--- config.mk ---
export PLATFORM = sky130hd
export DESIGN_NAME = binomial_coefficient_unit_top
export DESIGN_NICKNAME = d
export VERILOG_FILES = /design/src/hdl/bcu_pkg.sv /design/src/hdl/bcu_datapath.sv /design/src/hdl/bcu_ctrl.sv /design/src/hdl/binomial_coefficient_unit_top.sv
export SDC_FILE = /design/constraint.sdc
export NUM_CORES = 1
export LEC_CHECK = 0
export ABC_AREA = 0
export BUFFER_PORTS_ARGS = -buffer_cell sky130_fd_sc_hd__buf_4
export CAP_MARGIN = 25
export CORE_MARGIN = 4
export CORE_UTILIZATION = 40
export CTS_BUF_LIST = sky130_fd_sc_hd__clkbuf_16
export CTS_CLUSTER_DIAMETER = 150
export DETAILED_ROUTE_END_ITERATION = 12
export GPL_TIMING_DRIVEN = 0
export PLACE_DENSITY = 0.52
export SLEW_MARGIN = 40
export SYNTH_ARGS = -nofsm -noshare
export SYNTH_HDL_FRONTEND = slang
export SYNTH_SLANG_ARGS = --single-unit
--- constraint.sdc ---
create_clock -name clock -period 6.17 [get_ports clock]
set_input_delay 1.234 -clock clock [delete_from_list [all_inputs] [get_ports clock]]
set_output_delay 1.234 -clock clock [all_outputs]
set_load 0.02 [all_outputs]
--- src/hdl/bcu_pkg.sv ---
// Shared constants and controller/datapath interface types for the binomial coefficient unit.
`default_nettype none

package bcu_pkg;

   localparam int ARG_WIDTH    = 12;
   localparam int RESULT_WIDTH = 64;

   typedef struct packed {
      logic load;
      logic setup;
      logic mul_start;
      logic mul_step;
      logic div_start;
      logic div_step;
      logic next_iter;
      logic out_load;
   } cmd_type;

   typedef struct packed {
      logic loop_done;
   } status_type;

endpackage

`default_nettype wire

--- src/hdl/bcu_datapath.sv ---
// Datapath: operand registers, shift-add multiplier, restoring divider and result register.
`default_nettype none

module bcu_datapath #(
   parameter int ARG_WIDTH    = bcu_pkg::ARG_WIDTH,
   parameter int RESULT_WIDTH = bcu_pkg::RESULT_WIDTH
) (
   input  wire                     clock,
   input  wire  [ARG_WIDTH-1:0]    set_size,
   input  wire  [ARG_WIDTH-1:0]    choose_count,
   input  bcu_pkg::cmd_type        cmd,
   output bcu_pkg::status_type     status,
   output logic [RESULT_WIDTH-1:0] coefficient,
   output logic                    wrapped
);

   localparam int ProdW = RESULT_WIDTH + ARG_WIDTH;

   logic [ARG_WIDTH-1:0]    n_ff, n_in;
   logic [ARG_WIDTH-1:0]    k_ff, k_in;
   logic [ARG_WIDTH-1:0]    i_ff, i_in;
   logic [ARG_WIDTH-1:0]    mult_ff, mult_in;
   logic [ARG_WIDTH-1:0]    rem_ff, rem_in;
   logic [RESULT_WIDTH-1:0] acc_ff, acc_in;
   logic [RESULT_WIDTH-1:0] quot_ff, quot_in;
   logic [ProdW-1:0]        prod_ff, prod_in;
   logic                    wrap_ff, wrap_in;
   logic [RESULT_WIDTH-1:0] coef_ff, coef_in;
   logic                    wflag_ff, wflag_in;

   logic [ARG_WIDTH-1:0]    diff;
   logic [ARG_WIDTH:0]      trial;
   logic [ARG_WIDTH:0]      trial_sub;

   assign diff      = n_ff - k_ff;
   assign trial     = {rem_ff, quot_ff[RESULT_WIDTH-1]};
   assign trial_sub = trial - {1'b0, i_ff};

   assign status.loop_done = i_ff > k_ff;
   assign coefficient      = coef_ff;
   assign wrapped          = wflag_ff;

   always_comb begin
      n_in     = n_ff;
      k_in     = k_ff;
      i_in     = i_ff;
      mult_in  = mult_ff;
      rem_in   = rem_ff;
      acc_in   = acc_ff;
      quot_in  = quot_ff;
      prod_in  = prod_ff;
      wrap_in  = wrap_ff;
      coef_in  = coef_ff;
      wflag_in = wflag_ff;

      if (cmd.load) begin
         n_in = set_size;
         k_in = choose_count;
      end
      if (cmd.setup) begin
         i_in    = ARG_WIDTH'(1);
         wrap_in = 1'b0;
         if (k_ff > n_ff) begin
            acc_in = '0;
            k_in   = '0;
         end else begin
            acc_in = RESULT_WIDTH'(1);
            k_in   = (k_ff > diff) ? diff : k_ff;
         end
      end
      if (cmd.mul_start) begin
         prod_in = '0;
         mult_in = n_ff - i_ff + ARG_WIDTH'(1);
      end
      if (cmd.mul_step) begin
         prod_in = {prod_ff[ProdW-2:0], 1'b0}
                 + (mult_ff[ARG_WIDTH-1] ? {{ARG_WIDTH{1'b0}}, acc_ff} : '0);
         mult_in = {mult_ff[ARG_WIDTH-2:0], 1'b0};
      end
      if (cmd.div_start) begin
         wrap_in = wrap_ff | (|prod_ff[ProdW-1:RESULT_WIDTH]);
         quot_in = prod_ff[RESULT_WIDTH-1:0];
         rem_in  = '0;
      end
      if (cmd.div_step) begin
         if (trial >= {1'b0, i_ff}) begin
            rem_in  = trial_sub[ARG_WIDTH-1:0];
            quot_in = {quot_ff[RESULT_WIDTH-2:0], 1'b1};
         end else begin
            rem_in  = trial[ARG_WIDTH-1:0];
            quot_in = {quot_ff[RESULT_WIDTH-2:0], 1'b0};
         end
      end
      if (cmd.next_iter) begin
         acc_in = quot_ff;
         i_in   = i_ff + ARG_WIDTH'(1);
      end
      if (cmd.out_load) begin
         coef_in  = acc_ff;
         wflag_in = wrap_ff;
      end
   end

   always_ff @(posedge clock) begin
      n_ff     <= n_in;
      k_ff     <= k_in;
      i_ff     <= i_in;
      mult_ff  <= mult_in;
      rem_ff   <= rem_in;
      acc_ff   <= acc_in;
      quot_ff  <= quot_in;
      prod_ff  <= prod_in;
      wrap_ff  <= wrap_in;
      coef_ff  <= coef_in;
      wflag_ff <= wflag_in;
   end

endmodule

`default_nettype wire

--- src/hdl/bcu_ctrl.sv ---
// Controller: sequences setup, multiply, divide and result handoff for each transaction.
`default_nettype none

module bcu_ctrl #(
   parameter int ARG_WIDTH    = bcu_pkg::ARG_WIDTH,
   parameter int RESULT_WIDTH = bcu_pkg::RESULT_WIDTH
) (
   input  wire                 clock,
   input  wire                 reset,
   input  wire                 req_tvalid,
   output logic                req_tready,
   output logic                rsp_tvalid,
   input  wire                 rsp_tready,
   input  bcu_pkg::status_type status,
   output bcu_pkg::cmd_type    cmd
);

   localparam int CntW = $clog2(RESULT_WIDTH + 1);

   typedef enum logic [2:0] {
      ST_IDLE,
      ST_SETUP,
      ST_CHECK,
      ST_MUL,
      ST_DIV_START,
      ST_DIV,
      ST_NEXT,
      ST_FINISH
   } state_type;

   state_type       state_ff, state_in;
   logic [CntW-1:0] cnt_ff, cnt_in;
   logic            rsp_valid_ff, rsp_valid_in;

   assign req_tready = (state_ff == ST_IDLE);
   assign rsp_tvalid = rsp_valid_ff;

   always_comb begin
      cmd          = '0;
      state_in     = state_ff;
      cnt_in       = cnt_ff;
      rsp_valid_in = rsp_valid_ff && !rsp_tready;
      case (state_ff)
         ST_IDLE: begin
            if (req_tvalid) begin
               cmd.load = 1'b1;
               state_in = ST_SETUP;
            end
         end
         ST_SETUP: begin
            cmd.setup = 1'b1;
            state_in  = ST_CHECK;
         end
         ST_CHECK: begin
            if (status.loop_done) begin
               state_in = ST_FINISH;
            end else begin
               cmd.mul_start = 1'b1;
               cnt_in        = CntW'(ARG_WIDTH - 1);
               state_in      = ST_MUL;
            end
         end
         ST_MUL: begin
            cmd.mul_step = 1'b1;
            if (cnt_ff == '0) begin
               state_in = ST_DIV_START;
            end else begin
               cnt_in = cnt_ff - CntW'(1);
            end
         end
         ST_DIV_START: begin
            cmd.div_start = 1'b1;
            cnt_in        = CntW'(RESULT_WIDTH - 1);
            state_in      = ST_DIV;
         end
         ST_DIV: begin
            cmd.div_step = 1'b1;
            if (cnt_ff == '0) begin
               state_in = ST_NEXT;
            end else begin
               cnt_in = cnt_ff - CntW'(1);
            end
         end
         ST_NEXT: begin
            cmd.next_iter = 1'b1;
            state_in      = ST_CHECK;
         end
         ST_FINISH: begin
            if (!rsp_valid_ff || rsp_tready) begin
               cmd.out_load = 1'b1;
               rsp_valid_in = 1'b1;
               state_in     = ST_IDLE;
            end
         end
         default: begin
            state_in = ST_IDLE;
         end
      endcase
   end

   always_ff @(posedge clock) begin
      if (reset) begin
         state_ff     <= ST_IDLE;
         cnt_ff       <= '0;
         rsp_valid_ff <= 1'b0;
      end else begin
         state_ff     <= state_in;
         cnt_ff       <= cnt_in;
         rsp_valid_ff <= rsp_valid_in;
      end
   end

endmodule

`default_nettype wire

--- src/hdl/binomial_coefficient_unit_top.sv ---
// Top level of the binomial coefficient unit: C(n,k) by iterated multiply and exact divide.
//
//   channel  direction  handshake              payload
//   req      in         req_tvalid/req_tready  tdata: set_size, choose_count
//   rsp      out        rsp_tvalid/rsp_tready  tdata: coefficient; tuser: wrapped
//
// One transaction at a time. With k' = min(k, n-k), a transaction runs k'
// iterations (none for k > n); each iteration is a bit-serial shift-add
// multiply and a bit-serial restoring divide, and the operands are registered.
// Reset is synchronous and clears the sequencer and the result valid flag.
// A finished result waits in the output register; the next request is taken
// once the result has been moved there, and a stalled rsp holds only that move.
`default_nettype none

module binomial_coefficient_unit_top #(
   parameter int ARG_WIDTH    = bcu_pkg::ARG_WIDTH,
   parameter int RESULT_WIDTH = bcu_pkg::RESULT_WIDTH,
   localparam int ReqW = ((2 * ARG_WIDTH + 7) / 8) * 8,
   localparam int RspW = ((RESULT_WIDTH + 7) / 8) * 8
) (
   input  wire             clock,
   input  wire             reset,
   input  wire             req_tvalid,
   output logic            req_tready,
   input  wire  [ReqW-1:0] req_tdata,   // set_size, choose_count, zero pad
   output logic            rsp_tvalid,
   input  wire             rsp_tready,
   output logic [RspW-1:0] rsp_tdata,   // coefficient, zero pad
   output logic            rsp_tuser    // wrapped
);

   bcu_pkg::cmd_type        cmd;
   bcu_pkg::status_type     status;
   logic [RESULT_WIDTH-1:0] coefficient;

   bcu_ctrl #(
      .ARG_WIDTH   (ARG_WIDTH),
      .RESULT_WIDTH(RESULT_WIDTH)
   ) u_ctrl (
      .clock     (clock),
      .reset     (reset),
      .req_tvalid(req_tvalid),
      .req_tready(req_tready),
      .rsp_tvalid(rsp_tvalid),
      .rsp_tready(rsp_tready),
      .status    (status),
      .cmd       (cmd)
   );

   bcu_datapath #(
      .ARG_WIDTH   (ARG_WIDTH),
      .RESULT_WIDTH(RESULT_WIDTH)
   ) u_datapath (
      .clock       (clock),
      .set_size    (req_tdata[ARG_WIDTH-1:0]),
      .choose_count(req_tdata[2*ARG_WIDTH-1:ARG_WIDTH]),
      .cmd         (cmd),
      .status      (status),
      .coefficient (coefficient),
      .wrapped     (rsp_tuser)
   );

   assign rsp_tdata = RspW'(coefficient);

`ifndef SYNTHESIS
   a_one_in_flight: assert property (@(posedge clock) disable iff (reset)
      (req_tvalid && req_tready) |=> !req_tready)
      else $error("request taken while a transaction is in progress");

   a_rsp_after_work: assert property (@(posedge clock) disable iff (reset)
      $rose(rsp_tvalid) |-> $past(!req_tready))
      else $error("response raised without a transaction in progress");

   a_load_when_free: assert property (@(posedge clock) disable iff (reset)
      cmd.out_load |-> (!rsp_tvalid || rsp_tready))
      else $error("result register overwritten while holding a response");
`endif

endmodule

`default_nettype wire
### Yosys cells after proc, flatten, opt, wreduce, memory -nomap -nowiden

Index checks and enable logic that the tools add are counted.

| storage, ports and cells | value |
|---|---|
| flip-flop bits (word level) | 341 |
| input port bits | 28 |
| output and inout port bits | 67 |
| logic and storage cells | 103 |

| operators by class | value |
|---|---|
| add/sub/neg operators | 7 |
| magnitude comparators | 4 |
| equality and inequality tests | 14 |
| multiplexer cells | 44 |
| bitwise operators | 1 |
| reductions and logical operators | 18 |

Operators with widths:

| cell | count |
|---|---|
| 64-bit 2-to-1 mux | 5 |
| 76-bit 2-to-1 mux | 2 |
| 12-bit 2-to-1 mux | 11 |
| 76-bit adder | 1 |
| 12-bit greater-than comparator | 3 |
| 12-bit subtractor | 3 |
| 12-bit by 1-bit adder with 12-bit output (second input constant) | 2 |
| 3-bit case mux with 7 select lines | 1 |
| 7-bit case mux with 3 select lines | 1 |
| 1-bit 2-to-1 mux | 17 |
| 3-bit 2-to-1 mux | 5 |
| 7-bit 2-to-1 mux | 2 |
| 13-bit by 12-bit greater-or-equal comparator with 1-bit output | 1 |
| 3-bit equality test (second input constant) | 4 |
| 12-bit OR reduction | 1 |
| 2-bit nonzero test | 5 |
| 7-bit logical NOT | 1 |
| 7-bit by 1-bit subtractor with 7-bit output (second input constant) | 1 |
| 3-bit by 2-bit equality test with 1-bit output (second input constant) | 2 |
| 2-bit by 1-bit != test with 1-bit output (second input constant) | 3 |
| 2-bit != test (second input constant) | 3 |
| 4-bit AND reduction | 1 |
| 2-bit OR reduction | 2 |
| 3-bit by 1-bit equality test with 1-bit output (second input constant) | 1 |
| other kinds (9) | 10 |

### Depth between registers and ports, before layout

| depth | value |
|---|---|
| depth in word-level cells | 5 |
| mapped depth | 18 |
| gate-level depth less buffers | 18 |

### Hierarchy

A second synthesis with hierarchy kept.

| unflattened totals | value |
|---|---|
| cell total of the unflattened synthesis | 1795 |
| area, all modules | 20054.2 um^2 |

By module, submodules not included:

| module | instances | cells each | area each (um^2) | seq. area each (um^2) |
|---|---|---|---|---|
| bcu_datapath | 1 | 1702 | 19266.0 | 9899.5 |
| bcu_ctrl | 1 | 93 | 788.3 | 220.2 |

### Worst setup path before layout

OpenSTA, ideal clock, no wires.

| path | value |
|---|---|
| kind | register to register |
| from | register u_ctrl.state_ff[2] |
| to | register u_datapath.coef_ff[0], in the netlist u_datapath.coefficient[0], enable pin |
| setup time | 0.488 ns |
| arrival time | 4.033 ns |
| required time | 5.682 ns |
| slack | 1.649 ns |
| stages on the path, launching flop included | 7 |
| path buffers | 4 |
| period minus slack after synthesis | 4.521 ns |
| path through | dfxtp_1 -> clkbuf_1 -> clkbuf_1 -> clkbuf_1 -> clkbuf_1 -> nand2_1 -> nor2_1 |

RTL lines:

| item | RTL line | RTL |
|---|---|---|
| start: declaration | bcu_ctrl.sv:31 | `state_type state_ff, state_in;` |
| start signal: assignment | bcu_ctrl.sv:107 | `state_ff <= state_in;` |
| end signal: assignment | bcu_datapath.sv:114 | `coef_ff <= coef_in;` |
| end: declaration | bcu_datapath.sv:28 | `logic [RESULT_WIDTH-1:0] coef_ff, coef_in;` |

### Final worst setup path

| path | value |
|---|---|
| from | register u_datapath.mult_ff[11] |
| to | register u_datapath.prod_ff[49], data pin |

| between the ends | value |
|---|---|
| cells in the longest elaborated chain, start to end | 3 |

Ends and longest elaborated chain:

| item | RTL line | RTL |
|---|---|---|
| start: declaration | bcu_datapath.sv:22 | `logic [ARG_WIDTH-1:0] mult_ff, mult_in;` |
| start signal: assignment | bcu_datapath.sv:108 | `mult_ff <= mult_in;` |
| 64-bit 2-to-1 mux | bcu_datapath.sv:77 | `+ (mult_ff[ARG_WIDTH-1] ? {{ARG_WIDTH{1'b0}}, acc_ff} : '0);` |
| 76-bit adder | bcu_datapath.sv:77 |  |
| 76-bit 2-to-1 mux | bcu_datapath.sv:75 | `if (cmd.mul_step) begin` |
| end signal: assignment | bcu_datapath.sv:112 | `prod_ff <= prod_in;` |
| end: declaration | bcu_datapath.sv:26 | `logic [ProdW-1:0] prod_ff, prod_in;` |

No other way between the ends.
A chain may end at the register's enable or synchronous reset.

==> impl_metrics.sql <==
INSERT INTO impl_metrics (metric_group, metric, value, unit) VALUES
('worst_setup_path', 'critPathSlowestCell', 'a22oi_1', ''),
('route', 'routed_via_density', '5.417', ''),
('route', 'drc', '0', ''),
('job', 'max_cap_viol_count', '0', ''),
('synth', 'netlist_area', '0.01941', 'mm^2'),
('synth', 'yosys.cell_count.top_type', 'edfxtp_1', ''),
('clock_network', 'postCtsSetupRepairBufs', '0', ''),
('clock_network', 'clock_sink_count', '341', ''),
('pwr', 'vdd.ir_drop.worst', '0.0002532', 'V'),
('placed_design', 'gp_routability_congestion', '0.8515', ''),
('route', 'ant_nets', '0', ''),
('worst_setup_path', 'cp.required', '6.54', 'ns'),
('timing', 'finalMaxSlewViolations', '0', ''),
('worst_setup_path', 'critPathBufInv', '2', ''),
('synth', 'yosys_warnings', '0', ''),
('outcome', 'outcome', 'finished, final reports clean', ''),
('synth', 'synth_seq_area_share', '0.5214', ''),
('layout', 'postLayoutCoreUtil', '0.4695', ''),
('timing', 'slew_headroom', '0.4265', ''),
('pwr', 'combinationalPowerShare', '0.457', ''),
('timing', 'timing.final.setup_violations', '0', ''),
('synth', 'ys_top_cells_by_area', 'edfxtp_1 51%, ha_1 8.9%, mux2_2 3.7%', ''),
('synth', 'netlist.top_cell.by_area', 'edfxtp_1', ''),
('synth', 'synth.cells.most_frequent', '329 x edfxtp_1, 143 x nor2_1, 138 x ha_1', ''),
('route', 'avgRoutedWirePerCell', '18.90', 'um'),
('clock_network', 'tritoncts_clock_tree', 'yes', ''),
('global_route', 'grt-ovfl-total', '0', ''),
('synth', 'dominantRegCellSynth', 'edfxtp_1', ''),
('worst_setup_path', 'setup.worst_path.start_class', 'flip-flop', ''),
('timing', 'fin_worst_skew', '0.02061', 'ns'),
('global_route', 'pin_count_of_the_biggest_net_entering_global_routing', '39', ''),
('timing', 'rsz_0062_raised_after_global_routing', 'no', ''),
('die', 'vertical_extent_of_the_die', '228.3', 'um'),
('worst_setup_path', 'timing.critical_path.to_type', 'flip-flop', ''),
('die', 'number_of_placed_i_o_pins', '95', ''),
('synth', 'synth.avg_cell_area', '11.19', 'um^2'),
('synth', 'yosysUniqueCellTypes', '70', ''),
('timing', 'timing_worst_slew_pin_value', '0.8530', 'ns'),
('clock_network', 'clockBufferDepth', '3', ''),
('timing', 'finalSetupTns', '0', 'ns'),
('worst_setup_path', 'critical_path.top_delay_family', 'compound AO/OA/AOI/OAI gates', ''),
('layout', 'nets', '2052', ''),
('pwr', 'sw_frac_of_total', '0.4011', ''),
('die', 'dieArea', '0.05211', 'mm^2'),
('timing', 'finalCriticalPeriod', '4.843', 'ns'),
('pwr', 'power.net_switching', '0.004505', 'W'),
('synth', 'synth-edff-count', '329', ''),
('timing', 'postLayoutSetupSlackWorst', '1.327', 'ns'),
('worst_setup_path', 'crit_path_category', 'reg2reg', ''),
('timing', 'fmax', '0.2065', 'GHz'),
('die', 'floorplan.rows', '80', ''),
('die', 'core_region_area', '0.04785', 'mm^2'),
('synth', 'syn_inst', '1734', ''),
('timing', 'finalCritPeriodShare', '0.7849', ''),
('placed_design', 'portBuffers', '94', ''),
('placed_design', 'dp_worst_setup_slack', '1.333', 'ns'),
('clock_network', 'cts_made_buffers', '41', ''),
('pwr', 'power.leakage', '8.890', 'nW'),
('synth', 'synth_nets', '1904', ''),
('pwr', 'sequentialPowerShare', '0.334', ''),
('clock_network', 'clock_latency', '0.57', 'ns'),
('clock_network', 'h-tree-depth', '2', ''),
('global_route', 'number_of_global_route_vias_before_repair', '13600', ''),
('pwr', 'share_clk_of_total_power', '0.209', ''),
('placed_design', 'detailedPlacementHpwl', '35170', 'um'),
('synth', 'post-synth-top-area-fraction', '0.5090', ''),
('die', 'die_width', '228.3', 'um'),
('worst_setup_path', 'worstPathArrival', '5.22', 'ns'),
('layout', 'areaGrowthSynthToFinish', '15.73', '%'),
('route', 'via_count', '13710', ''),
('route', 'wirelength', '47830', 'um');
-- worst paths after layout --
check                                       startpoint                    endpoint  cells past startpoint
worst min-delay path             u_datapath.acc_ff[15]  u_datapath.coefficient[15]                      0
worst min register to register   u_datapath.acc_ff[15]  u_datapath.coefficient[15]                      0
worst max-delay path            u_datapath.mult_ff[11]      u_datapath.prod_ff[49]                     14
worst max register to register  u_datapath.mult_ff[11]      u_datapath.prod_ff[49]                     14
-- per-layer routing --
metal	vias up	wire, um	global-route usage
li1	6709	-	-
met1	6656	23650	0.2564
met3	77	1849	0.02545
met2	264	21210	0.2798
met4	0	1121	0.05109
met5	-	0	0
-- final cells by class --
class                           instances  area [um^2]
Buffer                                 79        311.5
Clock buffer                           43         1076
Clock inverter                         33        217.7
Fill cell                            4486        25380
Inverter                               70        262.8
Multi-Input combinational cell       1244         8772
Sequential cell                       341        10120
Tap cell                              615        769.5
Timing Repair Buffer                  105        934.6
-- cells by family (layout without fill, tap and decap cells) --
| logic type | Yosys count | count (layout) | synth area share |
|---|---|---|---|
| AND/OR/NAND/NOR | 562 | 562 | 0.1456 |
| AO/OA/AOI/OAI | 366 | 366 | 0.1226 |
| flip-flops | 341 | 341 | 0.5214 |
| buffers and inverters | 149 | 330 | 0.02946 |
| adder cells (fa/ha/maj) | 142 | 142 | 0.09308 |
| XOR/XNOR | 91 | 91 | 0.04106 |
| multiplexers | 83 | 83 | 0.04686 |
-- worst reg2reg max path, delay by kind of cell (launching register included) --
kind,cells,cell delay [ns]
AOI/OAI and AO/OA,7,2.25
buffers and inverters,2,0.66
and+or+nand+nor,3,0.63
adders and majority gates,1,0.46
DFF,1,0.35
muxes,1,0.29
-- cells in the final DEF, fill, tap and decap left out, types with 7 or more instances in the layout --
master,n
a21oi_1,115
xnor2_1,61
mux2i_1,20
a31oi_1,9
mux2_2,63
a21o_1,42
o21bai_1,23
buf_4,94
nor4_1,7
nand2_1,111
xor2_1,30
o21ai_0,69
o21a_1,10
and3_1,75
nand3_1,29
o31ai_1,24
clkinv_2,14
ha_1,138
or3_1,9
nor2b_1,19
dfxtp_1,12
a211oi_1,12
nor2_1,142
inv_1,77
buf_1,7
clkbuf_16,43
nand2b_1,20
edfxtp_1,329
nand4_1,32
nor3_1,27
and2_1,72
a21boi_0,10
clkbuf_1,65
-- sequential cells by signal, indices dropped and copies added, names as in the netlist --
signal / cells
u_datapath.wrap_ff: 1
u_datapath.coefficient: 64
u_datapath.prod_ff: 76
u_datapath.rem_ff: 12
u_datapath.quot_ff: 64
u_ctrl.cnt_ff: 7
u_datapath.k_ff: 12
u_datapath.mult_ff: 12
u_datapath.i_ff: 12
u_ctrl.rsp_tvalid: 1
u_datapath.n_ff: 12
u_datapath.acc_ff: 64
u_datapath.wrapped: 1
u_ctrl.state_ff: 3
-- power groups by stage --
stage | Combinational (W) | Clock, W | Sequential [W]
global route | 0.00576 | 0.00252 | 0.00382
global placement | 0.00493 | 0 | 0.00388
floorplan | 0.00378 | 0 | 0.00368
finish | 0.00513 | 0.00235 | 0.00375
detailed placement | 0.00508 | 0 | 0.00379
CTS | 0.00513 | 0.00242 | 0.00376
-- through the flow --
stage	area [um^2]	std cells	hold WS (ns)	total power, W
floorplan	19410	1734	0.4174	0.007462
global route	22460	2530	0.4429	0.01209
global placement	20890	2443	0.4258	0.008807
CTS	22450	2530	0.4386	0.01131
detailed placement	21160	2454	0.4250	0.008878
finish	22460	2530	0.4366	0.01123
(Power assumes the default switching activity.)
